`src/rtl/ptmlw_pkg.sv`:
```
// ----------------------------------------------------------------------------
// ptmlw_pkg
// Shared types and constants for the peak-triggered mirror LED wipe.
// ----------------------------------------------------------------------------
package ptmlw_pkg;

  localparam int MAX_LEDS_DEF = 255;
  localparam int SLOTS        = 4;
  localparam int CFG_IDX_W    = 3;
  localparam int CFG_DATA_W   = 16;
  localparam int PEAK_W       = 20;

  // register map
  localparam logic [CFG_IDX_W-1:0] REG_LED_COUNT      = 3'd0;
  localparam logic [CFG_IDX_W-1:0] REG_STEP_DELAY_MS  = 3'd1;
  localparam logic [CFG_IDX_W-1:0] REG_MIN_PEAK       = 3'd2;
  localparam logic [CFG_IDX_W-1:0] REG_PEAK_DECREMENT = 3'd3;
  localparam logic [CFG_IDX_W-1:0] REG_PEAK_GAIN_Q8   = 3'd4;

  // reset values
  localparam logic [7:0]  LED_COUNT_RST  = 8'd60;
  localparam logic [15:0] STEP_DELAY_RST = 16'd10;

  // slots one and two of a step always carry the lit pixels
  localparam logic [SLOTS-1:0] LIT_SLOTS = 4'b0110;

  localparam logic [PEAK_W-1:0] PEAK_MAX = '1;

  typedef struct packed {
    logic [7:0]  led_count;
    logic [15:0] step_delay_ms;
    logic [15:0] min_peak;
    logic [15:0] peak_decrement;
    logic [9:0]  peak_gain_q8;
  } cfg_t;

  typedef struct packed {
    logic [8:0]        position;
    logic              returning;
    logic              active;
    logic [PEAK_W-1:0] held_peak;
    logic [31:0]       last_step_ms;
    logic [23:0]       color;
  } sweep_t;

  typedef struct packed {
    logic [31:0] now_ms;
    logic [15:0] peak_sample;
    logic [23:0] new_color;
  } item_t;

  typedef struct packed {
    logic [SLOTS-1:0]      mask;
    logic [SLOTS-1:0][7:0] index;
    logic [23:0]           color;
  } batch_t;

endpackage

```
`src/rtl/ptmlw_step.sv`:
```
// ----------------------------------------------------------------------------
// ptmlw_step
// One animation step plus the peak-hold update for a registered item.
// ----------------------------------------------------------------------------
module ptmlw_step #(
  parameter int MAX_LEDS = ptmlw_pkg::MAX_LEDS_DEF
) (
  input  ptmlw_pkg::cfg_t   cfg,
  input  ptmlw_pkg::sweep_t cur,
  input  ptmlw_pkg::item_t  item,
  output ptmlw_pkg::sweep_t nxt,
  output ptmlw_pkg::batch_t batch
);

  localparam logic [7:0] MaxN = 8'(MAX_LEDS);

  logic [7:0]         n;
  logic signed [10:0] pi;
  logic signed [10:0] nn;
  logic signed [10:0] hh;
  logic signed [10:0] cand [ptmlw_pkg::SLOTS];
  logic [ptmlw_pkg::SLOTS-1:0] en;
  logic               step;
  logic               active_mid;
  logic [25:0]        prod;
  logic [20:0]        boosted;

  assign n    = (cfg.led_count > MaxN) ? MaxN : cfg.led_count;
  assign pi   = 11'(signed'(cur.position));
  assign nn   = signed'({3'b000, n});
  assign hh   = signed'({4'b0000, n[7:1]});
  assign step = cur.active && ((item.now_ms - cur.last_step_ms) >= {16'd0, cfg.step_delay_ms});

  assign prod    = item.peak_sample * cfg.peak_gain_q8;
  assign boosted = {5'd0, item.peak_sample} + {3'd0, prod[25:8]};

  always_comb begin
    if (!cur.returning) begin
      cand[0] = pi + 11'sd1;      en[0] = pi < hh;
      cand[1] = pi;               en[1] = 1'b1;
      cand[2] = nn - 11'sd1 - pi; en[2] = 1'b1;
      cand[3] = nn - 11'sd2 - pi; en[3] = pi < (hh - 11'sd1);
    end else begin
      cand[0] = pi - 11'sd1;      en[0] = pi > 11'sd0;
      cand[1] = pi;               en[1] = pi < hh;
      cand[2] = nn - 11'sd1 - pi; en[2] = pi < hh;
      cand[3] = nn - pi;          en[3] = pi > 11'sd0;
    end
  end

  // drop writes that fall off the strip
  always_comb begin
    batch.color = cur.color;
    for (int k = 0; k < ptmlw_pkg::SLOTS; k++) begin
      batch.index[k] = cand[k][7:0];
      batch.mask[k]  = step && en[k] && (cand[k] >= 11'sd0) && (cand[k] < nn);
    end
  end

  always_comb begin
    nxt        = cur;
    active_mid = cur.active;
    if (step) begin
      nxt.last_step_ms = item.now_ms;
      if (!cur.returning) begin
        nxt.position = cur.position + 9'd1;
        if (pi == hh) begin
          nxt.returning = 1'b1;
          active_mid    = 1'b0;
        end
      end else begin
        nxt.position = cur.position - 9'd1;
        if (pi == 11'sd0) begin
          nxt.returning = 1'b0;
          active_mid    = 1'b0;
        end
      end
    end
    nxt.active = active_mid;
    if (item.peak_sample >= cfg.min_peak) begin
      if (({4'd0, item.peak_sample} > cur.held_peak) && !active_mid) begin
        nxt.held_peak = (boosted > {1'b0, ptmlw_pkg::PEAK_MAX}) ? ptmlw_pkg::PEAK_MAX
                                                               : boosted[19:0];
        nxt.active    = 1'b1;
        nxt.color     = item.new_color;
      end else if (cur.held_peak > {4'd0, cfg.min_peak}) begin
        nxt.held_peak = (cur.held_peak > {4'd0, cfg.peak_decrement})
                        ? cur.held_peak - {4'd0, cfg.peak_decrement} : '0;
      end
    end
  end

endmodule

```
`src/rtl/ptmlw_wbuf.sv`:
```
// ----------------------------------------------------------------------------
// ptmlw_wbuf
// Holds a step's pixel writes and hands out one beat a cycle under out_ready.
// ----------------------------------------------------------------------------
module ptmlw_wbuf (
  input  logic              clk,
  input  logic              rst,
  input  logic              load,
  input  ptmlw_pkg::batch_t batch,
  output logic              free,
  output logic              out_valid,
  input  logic              out_ready,
  output logic [7:0]        led_index,
  output logic [7:0]        red,
  output logic [7:0]        green,
  output logic [7:0]        blue,
  output logic              refresh
);

  logic [ptmlw_pkg::SLOTS-1:0]      mask;
  logic [ptmlw_pkg::SLOTS-1:0][7:0] index;
  logic [23:0]                      color;
  logic [ptmlw_pkg::SLOTS-1:0]      low;
  logic [ptmlw_pkg::SLOTS-1:0]      rest;
  logic                             pop;
  logic                             lit;

  assign low       = mask & (~mask + 1'b1);
  assign rest      = mask & ~low;
  assign out_valid = |mask;
  assign pop       = out_valid && out_ready;
  assign refresh   = (rest == '0);
  assign free      = !out_valid || (pop && refresh);
  assign lit       = |(low & ptmlw_pkg::LIT_SLOTS);

  always_comb begin
    led_index = '0;
    for (int k = 0; k < ptmlw_pkg::SLOTS; k++) begin
      led_index = led_index | (index[k] & {8{low[k]}});
    end
  end

  assign red   = lit ? color[23:16] : 8'd0;
  assign green = lit ? color[15:8]  : 8'd0;
  assign blue  = lit ? color[7:0]   : 8'd0;

  always_ff @(posedge clk) begin
    if (rst) begin
      mask <= '0;
    end else if (load && free) begin
      mask <= batch.mask;
    end else if (pop) begin
      mask <= rest;
    end
  end

  always_ff @(posedge clk) begin
    if (load && free) begin
      index <= batch.index;
      color <= batch.color;
    end
  end

endmodule

```
`src/rtl/peak_triggered_mirror_led_wipe.sv`:
```
// ----------------------------------------------------------------------------
// peak_triggered_mirror_led_wipe
// Audio-peak triggered mirror wipe: emits pixel writes for a two-ended sweep.
// ----------------------------------------------------------------------------
// Each input beat is one call (timestamp, peak sample, candidate color). It is
// held in an input register; once the write buffer is free the step and
// peak-hold logic works it out in one pass, commits the sweep state and drops
// zero to four pixel writes into the write buffer, which drives one output
// beat a cycle while out_ready is high. The last write of a step carries
// refresh. An item waits in the step stage until the write buffer has drained
// the previous step; it can load as that step's last beat leaves. A call that
// produces no writes still updates state. Configuration writes are registered
// and must only be issued while idle.
module peak_triggered_mirror_led_wipe #(
  parameter int MAX_LEDS = ptmlw_pkg::MAX_LEDS_DEF
) (
  input  logic        clk,
  input  logic        rst,
  // configuration
  input  logic        cfg_write,
  input  logic [2:0]  cfg_index,
  input  logic [15:0] cfg_data,
  // input channel
  input  logic        in_valid,
  output logic        in_ready,
  input  logic [31:0] now_ms,
  input  logic [15:0] peak_sample,
  input  logic [7:0]  new_red,
  input  logic [7:0]  new_green,
  input  logic [7:0]  new_blue,
  // output channel
  output logic        out_valid,
  input  logic        out_ready,
  output logic [7:0]  led_index,
  output logic [7:0]  red,
  output logic [7:0]  green,
  output logic [7:0]  blue,
  output logic        refresh
);

  ptmlw_pkg::cfg_t   cfg;
  ptmlw_pkg::sweep_t state;
  ptmlw_pkg::sweep_t state_next;
  ptmlw_pkg::item_t  item;
  ptmlw_pkg::batch_t batch;
  logic              item_valid;
  logic              buf_free;
  logic              advance;

  // Configuration registers: write through, no read-back.
  always_ff @(posedge clk) begin
    if (rst) begin
      cfg.led_count      <= ptmlw_pkg::LED_COUNT_RST;
      cfg.step_delay_ms  <= ptmlw_pkg::STEP_DELAY_RST;
      cfg.min_peak       <= '0;
      cfg.peak_decrement <= '0;
      cfg.peak_gain_q8   <= '0;
    end else if (cfg_write) begin
      unique case (cfg_index)
        ptmlw_pkg::REG_LED_COUNT:      cfg.led_count      <= cfg_data[7:0];
        ptmlw_pkg::REG_STEP_DELAY_MS:  cfg.step_delay_ms  <= cfg_data;
        ptmlw_pkg::REG_MIN_PEAK:       cfg.min_peak       <= cfg_data;
        ptmlw_pkg::REG_PEAK_DECREMENT: cfg.peak_decrement <= cfg_data;
        ptmlw_pkg::REG_PEAK_GAIN_Q8:   cfg.peak_gain_q8   <= cfg_data[9:0];
        default: ;
      endcase
    end
  end

  // The step stage advances once the write buffer can take its whole batch;
  // the sweep state commits in the same cycle so the next item sees it.
  assign advance  = item_valid && buf_free;
  assign in_ready = !item_valid || advance;

  always_ff @(posedge clk) begin
    if (rst) begin
      item_valid <= 1'b0;
    end else if (in_ready) begin
      item_valid <= in_valid;
    end
  end

  // Hold the payload while the stage is stalled.
  always_ff @(posedge clk) begin
    if (in_ready && in_valid) begin
      item.now_ms      <= now_ms;
      item.peak_sample <= peak_sample;
      item.new_color   <= {new_red, new_green, new_blue};
    end
  end

  always_ff @(posedge clk) begin
    if (rst) begin
      state <= '0;
    end else if (advance) begin
      state <= state_next;
    end
  end

  ptmlw_step #(
    .MAX_LEDS(MAX_LEDS)
  ) u_step (
    .cfg  (cfg),
    .cur  (state),
    .item (item),
    .nxt  (state_next),
    .batch(batch)
  );

  ptmlw_wbuf u_wbuf (
    .clk      (clk),
    .rst      (rst),
    .load     (advance),
    .batch    (batch),
    .free     (buf_free),
    .out_valid(out_valid),
    .out_ready(out_ready),
    .led_index(led_index),
    .red      (red),
    .green    (green),
    .blue     (blue),
    .refresh  (refresh)
  );

  // A step that produced writes shows them on the next cycle.
  a_batch_shown: assert property (@(posedge clk) disable iff (rst)
    advance && (batch.mask != '0) |=> out_valid)
    else $error("step writes not presented");

  // After the refresh beat leaves with nothing new loaded, the output goes idle.
  a_refresh_last: assert property (@(posedge clk) disable iff (rst)
    out_valid && out_ready && refresh && !advance |=> !out_valid)
    else $error("beat after refresh");

  // A stalled step stage keeps its item and the sweep state.
  a_stage_hold: assert property (@(posedge clk) disable iff (rst)
    item_valid && !advance |=> item_valid && $stable(item) && $stable(state))
    else $error("step stage lost its item");

endmodule
```
`config.mk`:
```
export PLATFORM = sky130hd
export DESIGN_NAME = peak_triggered_mirror_led_wipe
export DESIGN_NICKNAME = d
export VERILOG_FILES = /design/src/rtl/ptmlw_pkg.sv /design/src/rtl/ptmlw_step.sv /design/src/rtl/ptmlw_wbuf.sv /design/src/rtl/peak_triggered_mirror_led_wipe.sv
export SDC_FILE = /design/constraint.sdc
export NUM_CORES = 1
export LEC_CHECK = 0
export ABC_AREA = 0
export BUFFER_PORTS_ARGS = -buffer_cell sky130_fd_sc_hd__buf_4
export CORE_ASPECT_RATIO = 0.8
export CORE_MARGIN = 2
export CORE_UTILIZATION = 57
export DETAILED_ROUTE_END_ITERATION = 6
export MAX_ROUTING_LAYER = met4
export PLACE_DENSITY = 0.79
export SLEW_MARGIN = 20
export SYNTH_ARGS = -nofsm -noshare
export SYNTH_HDL_FRONTEND = slang
export SYNTH_SLANG_ARGS = --single-unit
export TNS_END_PERCENT = 50
```
`constraint.sdc`:
```
create_clock -name clk -period 7.8 [get_ports clk]
set_input_delay 1.56 -clock clk [delete_from_list [all_inputs] [get_ports clk]]
set_output_delay 1.56 -clock clk [all_outputs]
set_load 0.1 [all_outputs]
```
After elaboration in Yosys (flattened, before gate mapping). Index checks and enable logic that the tools add are counted.

Register bits after elaboration: 286. Input bits: 96. Logic and storage cells: 130. Output and inout port bits: 35.

Bitwise logic cells: 11. Muxes and demuxes: 21. Magnitude comparators: 18. Multipliers: 1. Equality and inequality tests: 5. Reduce and logical (&&, ||, !) cells: 39. Add/sub/neg operators: 14.

Operators with widths (number): 2-to-1 mux 20 bit (4); >= comparator 11 x 1 -> 1 bit, second input constant (4); less-than comparator 11 x 9 -> 1 bit (4); 2-to-1 mux 44 bit (1); greater-than comparator 20 x 16 -> 1 bit (2); bitwise AND 8 bit (4); >= comparator 32 x 16 -> 1 bit (1); 2-to-1 mux 8 bit (4); subtractor 32 bit (1); subtractor 9 x 9 -> 10 bit (3); multiplier 16 x 10 -> 26 bit (1); OR 8 bit (3); greater-than comparator 21 x 20 -> 1 bit, second input constant (1); 2-to-1 mux 21 bit (1); greater-than comparator 16 x 20 -> 1 bit (1); subtractor 20 x 16 -> 20 bit (1); adder 16 x 18 -> 19 bit (1); logical AND 1 bit (19); less-than comparator 9 x 8 -> 1 bit (2); >= comparator 16 bit (1); 2-to-1 mux 4 bit (3); AND reduction 2 bit (6); logical NOT 11 bit (1); adder 9 x 2 -> 10 bit, second input constant (1); other kinds (25) (39).

Depth between registers and ports, before layout.
Depth after elaboration: 11. Depth in mapped cells: 34. Mapped depth without buffers: 32.

By module. From an unflattened synthesis, not the netlist that was laid out.

Cells, all modules: 2705. Area total of the unflattened synthesis: 24694.9 µm².

Modules (own cells, without submodules): ptmlw_step (seq. area each 0.0 µm², cells an instance 1818, area each 13645.6 µm², times used 1); peak_triggered_mirror_led_wipe (seq. area each 5245.0 µm², cells an instance 720, area each 8568.2 µm², times used 1); ptmlw_wbuf (seq. area each 1761.7 µm², cells an instance 167, area each 2481.1 µm², times used 1).

Worst setup path before layout. OpenSTA, ideal clock, no wires.

Path kind: reg2reg. From: register u_wbuf.mask[1] in the netlist's numbering. To: register state[59] in the netlist's numbering. Buffers on the path: 1. Stages on the path, launching flop included: 14. Data required time: 7709 ps. Period minus slack after synthesis: 7557 ps. Library setup time: 91 ps. Setup slack: 243 ps. Arrival time: 7466 ps. Cells stage by stage: dfxtp_1 > nor2_1 > nor2_1 > o21ai_0 > a21oi_1 > nor2b_1 > o21ai_0 > a31oi_1 > nand3_1 > and2_1 > nand2_2 > buf_6 > nor2_1 > a311oi_1.

Word-level cells in the longest chain between the ends: 10. Elaborated cells on any way between the ends: 13. Those cells by class: add/sub: 1; bitwise: 4; reduce/logical: 8.

Ends and longest elaborated chain: start, declared (RTL line ptmlw_wbuf.sv:20) `logic [ptmlw_pkg::SLOTS-1:0] mask;`; start signal, assigned (RTL line ptmlw_wbuf.sv:51) `mask <= batch.mask;`; start signal, assigned (RTL line ptmlw_wbuf.sv:53) `mask <= rest;`; NOT 4 bit (RTL line ptmlw_wbuf.sv:28) `assign low = mask & (~mask + 1'b1);`; adder 4 x 1 -> 4 bit (RTL line ptmlw_wbuf.sv:28); bitwise AND 4 bit (RTL line ptmlw_wbuf.sv:28); NOT 4 bit (RTL line ptmlw_wbuf.sv:29) `assign rest = mask & ~low;`; bitwise AND 4 bit * (RTL line ptmlw_wbuf.sv:29); logical NOT 4 bit * (RTL line ptmlw_wbuf.sv:32) `assign refresh = (rest == '0);`; via refresh (RTL line peak_triggered_mirror_led_wipe.sv:38) `output logic refresh`; logical AND 1 bit * (RTL line ptmlw_wbuf.sv:33) `assign free = !out_valid || (pop && refresh);`; logical OR 1 bit * (RTL line ptmlw_wbuf.sv:33); logical AND 1 bit * (RTL line peak_triggered_mirror_led_wipe.sv:72) `assign advance = item_valid && buf_free;`; via advance (RTL line peak_triggered_mirror_led_wipe.sv:48) `logic advance;`; AND reduction 3 bit (no source line) *; end signal, assigned (RTL line peak_triggered_mirror_led_wipe.sv:96) `state <= state_next;`; end, declared (RTL line peak_triggered_mirror_led_wipe.sv:42) `ptmlw_pkg::sweep_t state;`.

The timed path passes the listed nets; every way through them passes the cells marked *. A chain may end at the register's enable or synchronous reset.

Worst setup path after layout.
From: register item[26] (netlist name). To: register state[72] in the netlist's numbering.

Word-level cells in the longest chain between the ends: 5. Elaborated cells on any way between the ends: 10. Those cells by class: add/sub: 1; mul: 1; order compare: 3; mux: 2; reduce/logical: 3.

Ends and longest elaborated chain: multiplier 16 x 10 -> 26 bit (RTL line ptmlw_step.sv:34) `assign prod = item.peak_sample * cfg.peak_gain_q8;`; adder 16 x 18 -> 19 bit (RTL line ptmlw_step.sv:35) `assign boosted = {5'd0, item.peak_sample} + {3'd0, prod[25:8]};`; greater-than comparator 21 x 20 -> 1 bit (RTL line ptmlw_step.sv:82) `nxt.held_peak = (boosted > {1'b0, ptmlw_pkg::PEAK_MAX}) ? ptmlw_pkg::PEAK_MAX`; 2-to-1 mux 20 bit (RTL line ptmlw_step.sv:82); 2-to-1 mux 20 bit (RTL line ptmlw_step.sv:81) `if (({4'd0, item.peak_sample} > cur.held_peak) && !active_mid) begin`.

Several ways; a longest one is shown, not always the timed one.

==> summary.md <==
| Metric | Value |
|---|---|
| Commonest non-fill, non-tap cells in the layout | `nand2_1, inv_1, ha_1` |
| Async SR Flop Fraction | `0` |
| Min-delay src | `state[4]` |
| Die area | `0.04107 sq mm` |
| Clock slew at reported path FFs | `0.07 ns` |
| Root buf cell | `clkbuf_16` |
| Slowest Stage Delay on Critical Path | `0.55 ns` |
| First-pass DRT Iterations | `5` |
| Clk buf depth | `3` |
| Reg2reg path depth | `28` |
| Overall Global Routing Usage | `0.2810` |
| Pwr dens | `193.5 mW/mm^2` |
| Flops & latches, synth | `286` |
| Crit Path Class | `register to register` |
| Leakage power | `0.01103 uW` |
| Die height | `181.7 um` |
| Nets | `3062` |
| Drt wl/cell | `17.83 um` |
| WL final | `56230 um` |
| Placer Congestion | `0.9354` |
| Startpoint Class | `register` |
| GRT overflow | `0` |
| Final clock skew | `0.02488 ns` |
| Residual DRC | `0` |
| Worst hold slack | `0.4234 ns` |
| Initial DRC count | `1713` |
| Syn_nets | `2958` |
| Reg-to-Reg End | `state[72]` |
| Synth Flop Type | `dfxtp_1` |
| Net Sw Frac | `0.3591` |
| First-pass GRT wire length | `90570 um` |
| DP Wirelength | `42980 um` |
| Most common cell after layout, fill and taps aside | `nand2_1` |
| Cell Rows | `65` |
| Max cap viols | `0` |
| Worst slew pin tran | `1.095 ns` |
| Layout area overhead | `11.40%` |
| CTS H-tree lvls | `1` |
| Largest net degree at the start of global routing | `89` |
| Slowest CP cell | `fa_1` |
| Final setup margin | `0.2952 ns` |
| Post-Place Setup Slack | `0.05202 ns` |
| Setup violators final | `0` |
| Clock power frac | `0.285` |
| Initial antenna violation count | `4` |
| Status | `completed` |
| Yosys cell types | `96` |
| PortBufs | `130` |
| Util after Layout | `0.6392` |
| Maximum VDD drop | `204.6 uV` |
| Register Area | `0.007014 sq mm` |
| Hold crit path type | `register to register` |
| Gate power share | `0.355` |
| Number of synthesized flops with an enable pin | `128` |
| CP max FO | `5` |
| Most numerous cell on the critical path | `fa_1` |
| Core ar. | `0.03920 sq mm` |
| Starting density of the core | `0.5738` |
| Antenna viol nets, final | `0` |
| Hold Path Sink | `u_wbuf.color[4]` |
| Req. time, crit path | `8.28 ns` |
| R2r setup slk | `0.30 ns` |
| Area of the multi-input gates | `0.01409 sq mm` |
| I/O pins | `131` |
| Minimum clock period | `7.505 ns` |
| Final period utilization | `0.9622` |
| Slew HR | `0.2703` |
| Via-to-Cell Ratio | `5.791` |
| Critical Path AT | `7.98 ns` |
| Total internal power | `3107 uW` |
| Total power | `4848 uW` |
| Slew Limit Fails | `0` |
| Post-Syn Area | `0.02249 sq mm` |
| Seq/Total Area, Yosys | `0.3115` |
| FMAX | `0.1332 GHz` |
| Final hold vios | `0` |
| Clock Latency Late Sink | `0.59 ns` |
| CTS sink count | `286` |
| Hold-fix buffers at CTS | `0` |
| Num CTS Buffers | `30` |
| Hold path depth | `0` |
| Syn Inst Count | `2485` |
| Synthesis Warnings | `0` |
| Avg Inst Size Synth | `9.051 sq um` |
| CTS tree | `built` |
| Flop pwr share | `0.360` |
| Fraction of layout instances using a drive strength above 1 | `0.1029` |
| Die X | `226.1 um` |
| Via count | `18259` |
| R2r startpoint | `item[26]` |
| Vias in the first global route | `17595` |
| Net Sw Power | `1741 uW` |
| Worst setup EP type | `register` |
| # fillers | `3243` |
critical path: cells and delay by family (launching register included):
| kind | cells | cell delay (ns) |
|---|---|---|
| AO/OA/AOI/OAI | 9 | 1.66 |
| XOR/XNOR | 2 | 0.32 |
| adder cells (fa/ha/maj) | 7 | 3.05 |
| buffers and inverters | 5 | 0.56 |
| flip-flops | 1 | 0.46 |
| AND/OR/NAND/NOR | 5 | 1.33 |
metrics by stage:
step	instances	area (sq um)	setup TNS, ns
after global placement	3086	23960	0
after floorplan	2485	22490	0
final	3153	25060	0
after global routing	3153	25060	-0.03301
after CTS	3144	24910	0
after detailed placement	3086	23960	0
cell usage after synthesis (all sizes together), types with 18 or more instances:
| cell type | n | share of area |
|---|---|---|
| o21a | 39 | 0.013 |
| inv | 272 | 0.045 |
| mux2i | 29 | 0.013 |
| ha | 262 | 0.15 |
| nor3 | 18 | 0.0040 |
| clkbuf | 81 | 0.014 |
| xnor2 | 58 | 0.023 |
| nand2b | 22 | 0.0061 |
| and2 | 108 | 0.030 |
| nor2 | 130 | 0.022 |
| nand4 | 24 | 0.0067 |
| a211oi | 18 | 0.0062 |
| dfxtp | 158 | 0.14 |
| o21ai | 113 | 0.025 |
| nand2 | 326 | 0.055 |
| nor2b | 38 | 0.011 |
| xor2 | 37 | 0.014 |
| a21oi | 191 | 0.043 |
| nand3 | 40 | 0.0095 |
| a21o | 57 | 0.019 |
| edfxtp | 128 | 0.17 |
| fa | 115 | 0.10 |
power by group through the flow:
stage	Sequential, uW	Combinational [uW]	Clock [uW]
floorplan	1750	1240	0
global placement	1770	1590	0
detailed placement	1770	1640	0
CTS	1740	1670	1410
global route	1750	1890	1460
finish	1740	1720	1380
flip-flops by register name (all words and copies together), names as in the netlist:
| signal | cells |
|---|---|
| cfg | 66 |
| item | 72 |
| item_valid | 1 |
| state | 87 |
| u_wbuf.color | 24 |
| u_wbuf.index | 32 |
| u_wbuf.mask | 4 |
logic make-up after synthesis:
kind of cell | count (synthesis) | synth area share
buffers and inverters | 373 | 0.06609
DFF | 286 | 0.3115
muxes | 32 | 0.01441
adders and majority gates | 377 | 0.2481
and+or+nand+nor | 772 | 0.1647
AOI/OAI and AO/OA | 550 | 0.1582
xor gates and xnor gates | 95 | 0.03699
final cells by class:
cell class              instances  area share
multi-input cells            1826      0.5625
clock buffers                  42     0.03216
inverters                     273     0.04090
repair buffers                172     0.05233
flip-flops and latches        286      0.2799
diodes                          4   0.0003995
well taps                     536     0.02677
clock inverters                14    0.004994
worst max-delay path by stage:
stage / from / to / slack (ns) / cells past startpoint
after floorplan: u_wbuf.mask[1] / state[59] / 0.24 / 13
after global placement: cfg[3] / state[72] / 0.16 / 32
after detailed placement: item[29] / state[72] / 0.05 / 31
after CTS: cfg[1] / state[72] / 0.03 / 30
after global routing: item[29] / state[72] / -0.03 / 33
final: item[26] / state[72] / 0.30 / 28
per-layer routing:
| layer | share of wire | up-vias | global-route usage |
|---|---|---|---|
| li1 | - | 8738 | - |
| met2 | 0.43 | 608 | 0.4148 |
| met3 | 0.071 | 110 | 0.04531 |
| met4 | 0.027 | 0 | 0.07158 |
| met1 | 0.47 | 8803 | 0.4032 |
| met5 | 0 | - | - |
repair_timing:
item                                    in CTS  in global routing
pin swaps                                    0                  5
gates cloned                                 0                  0
hold endpoints to repair                     0                  0
gates resized for setup                      1                 24
endpoints found under the setup margin       1                  4
setup buffers                                2                  4
Power figures use the tool's default switching activity.
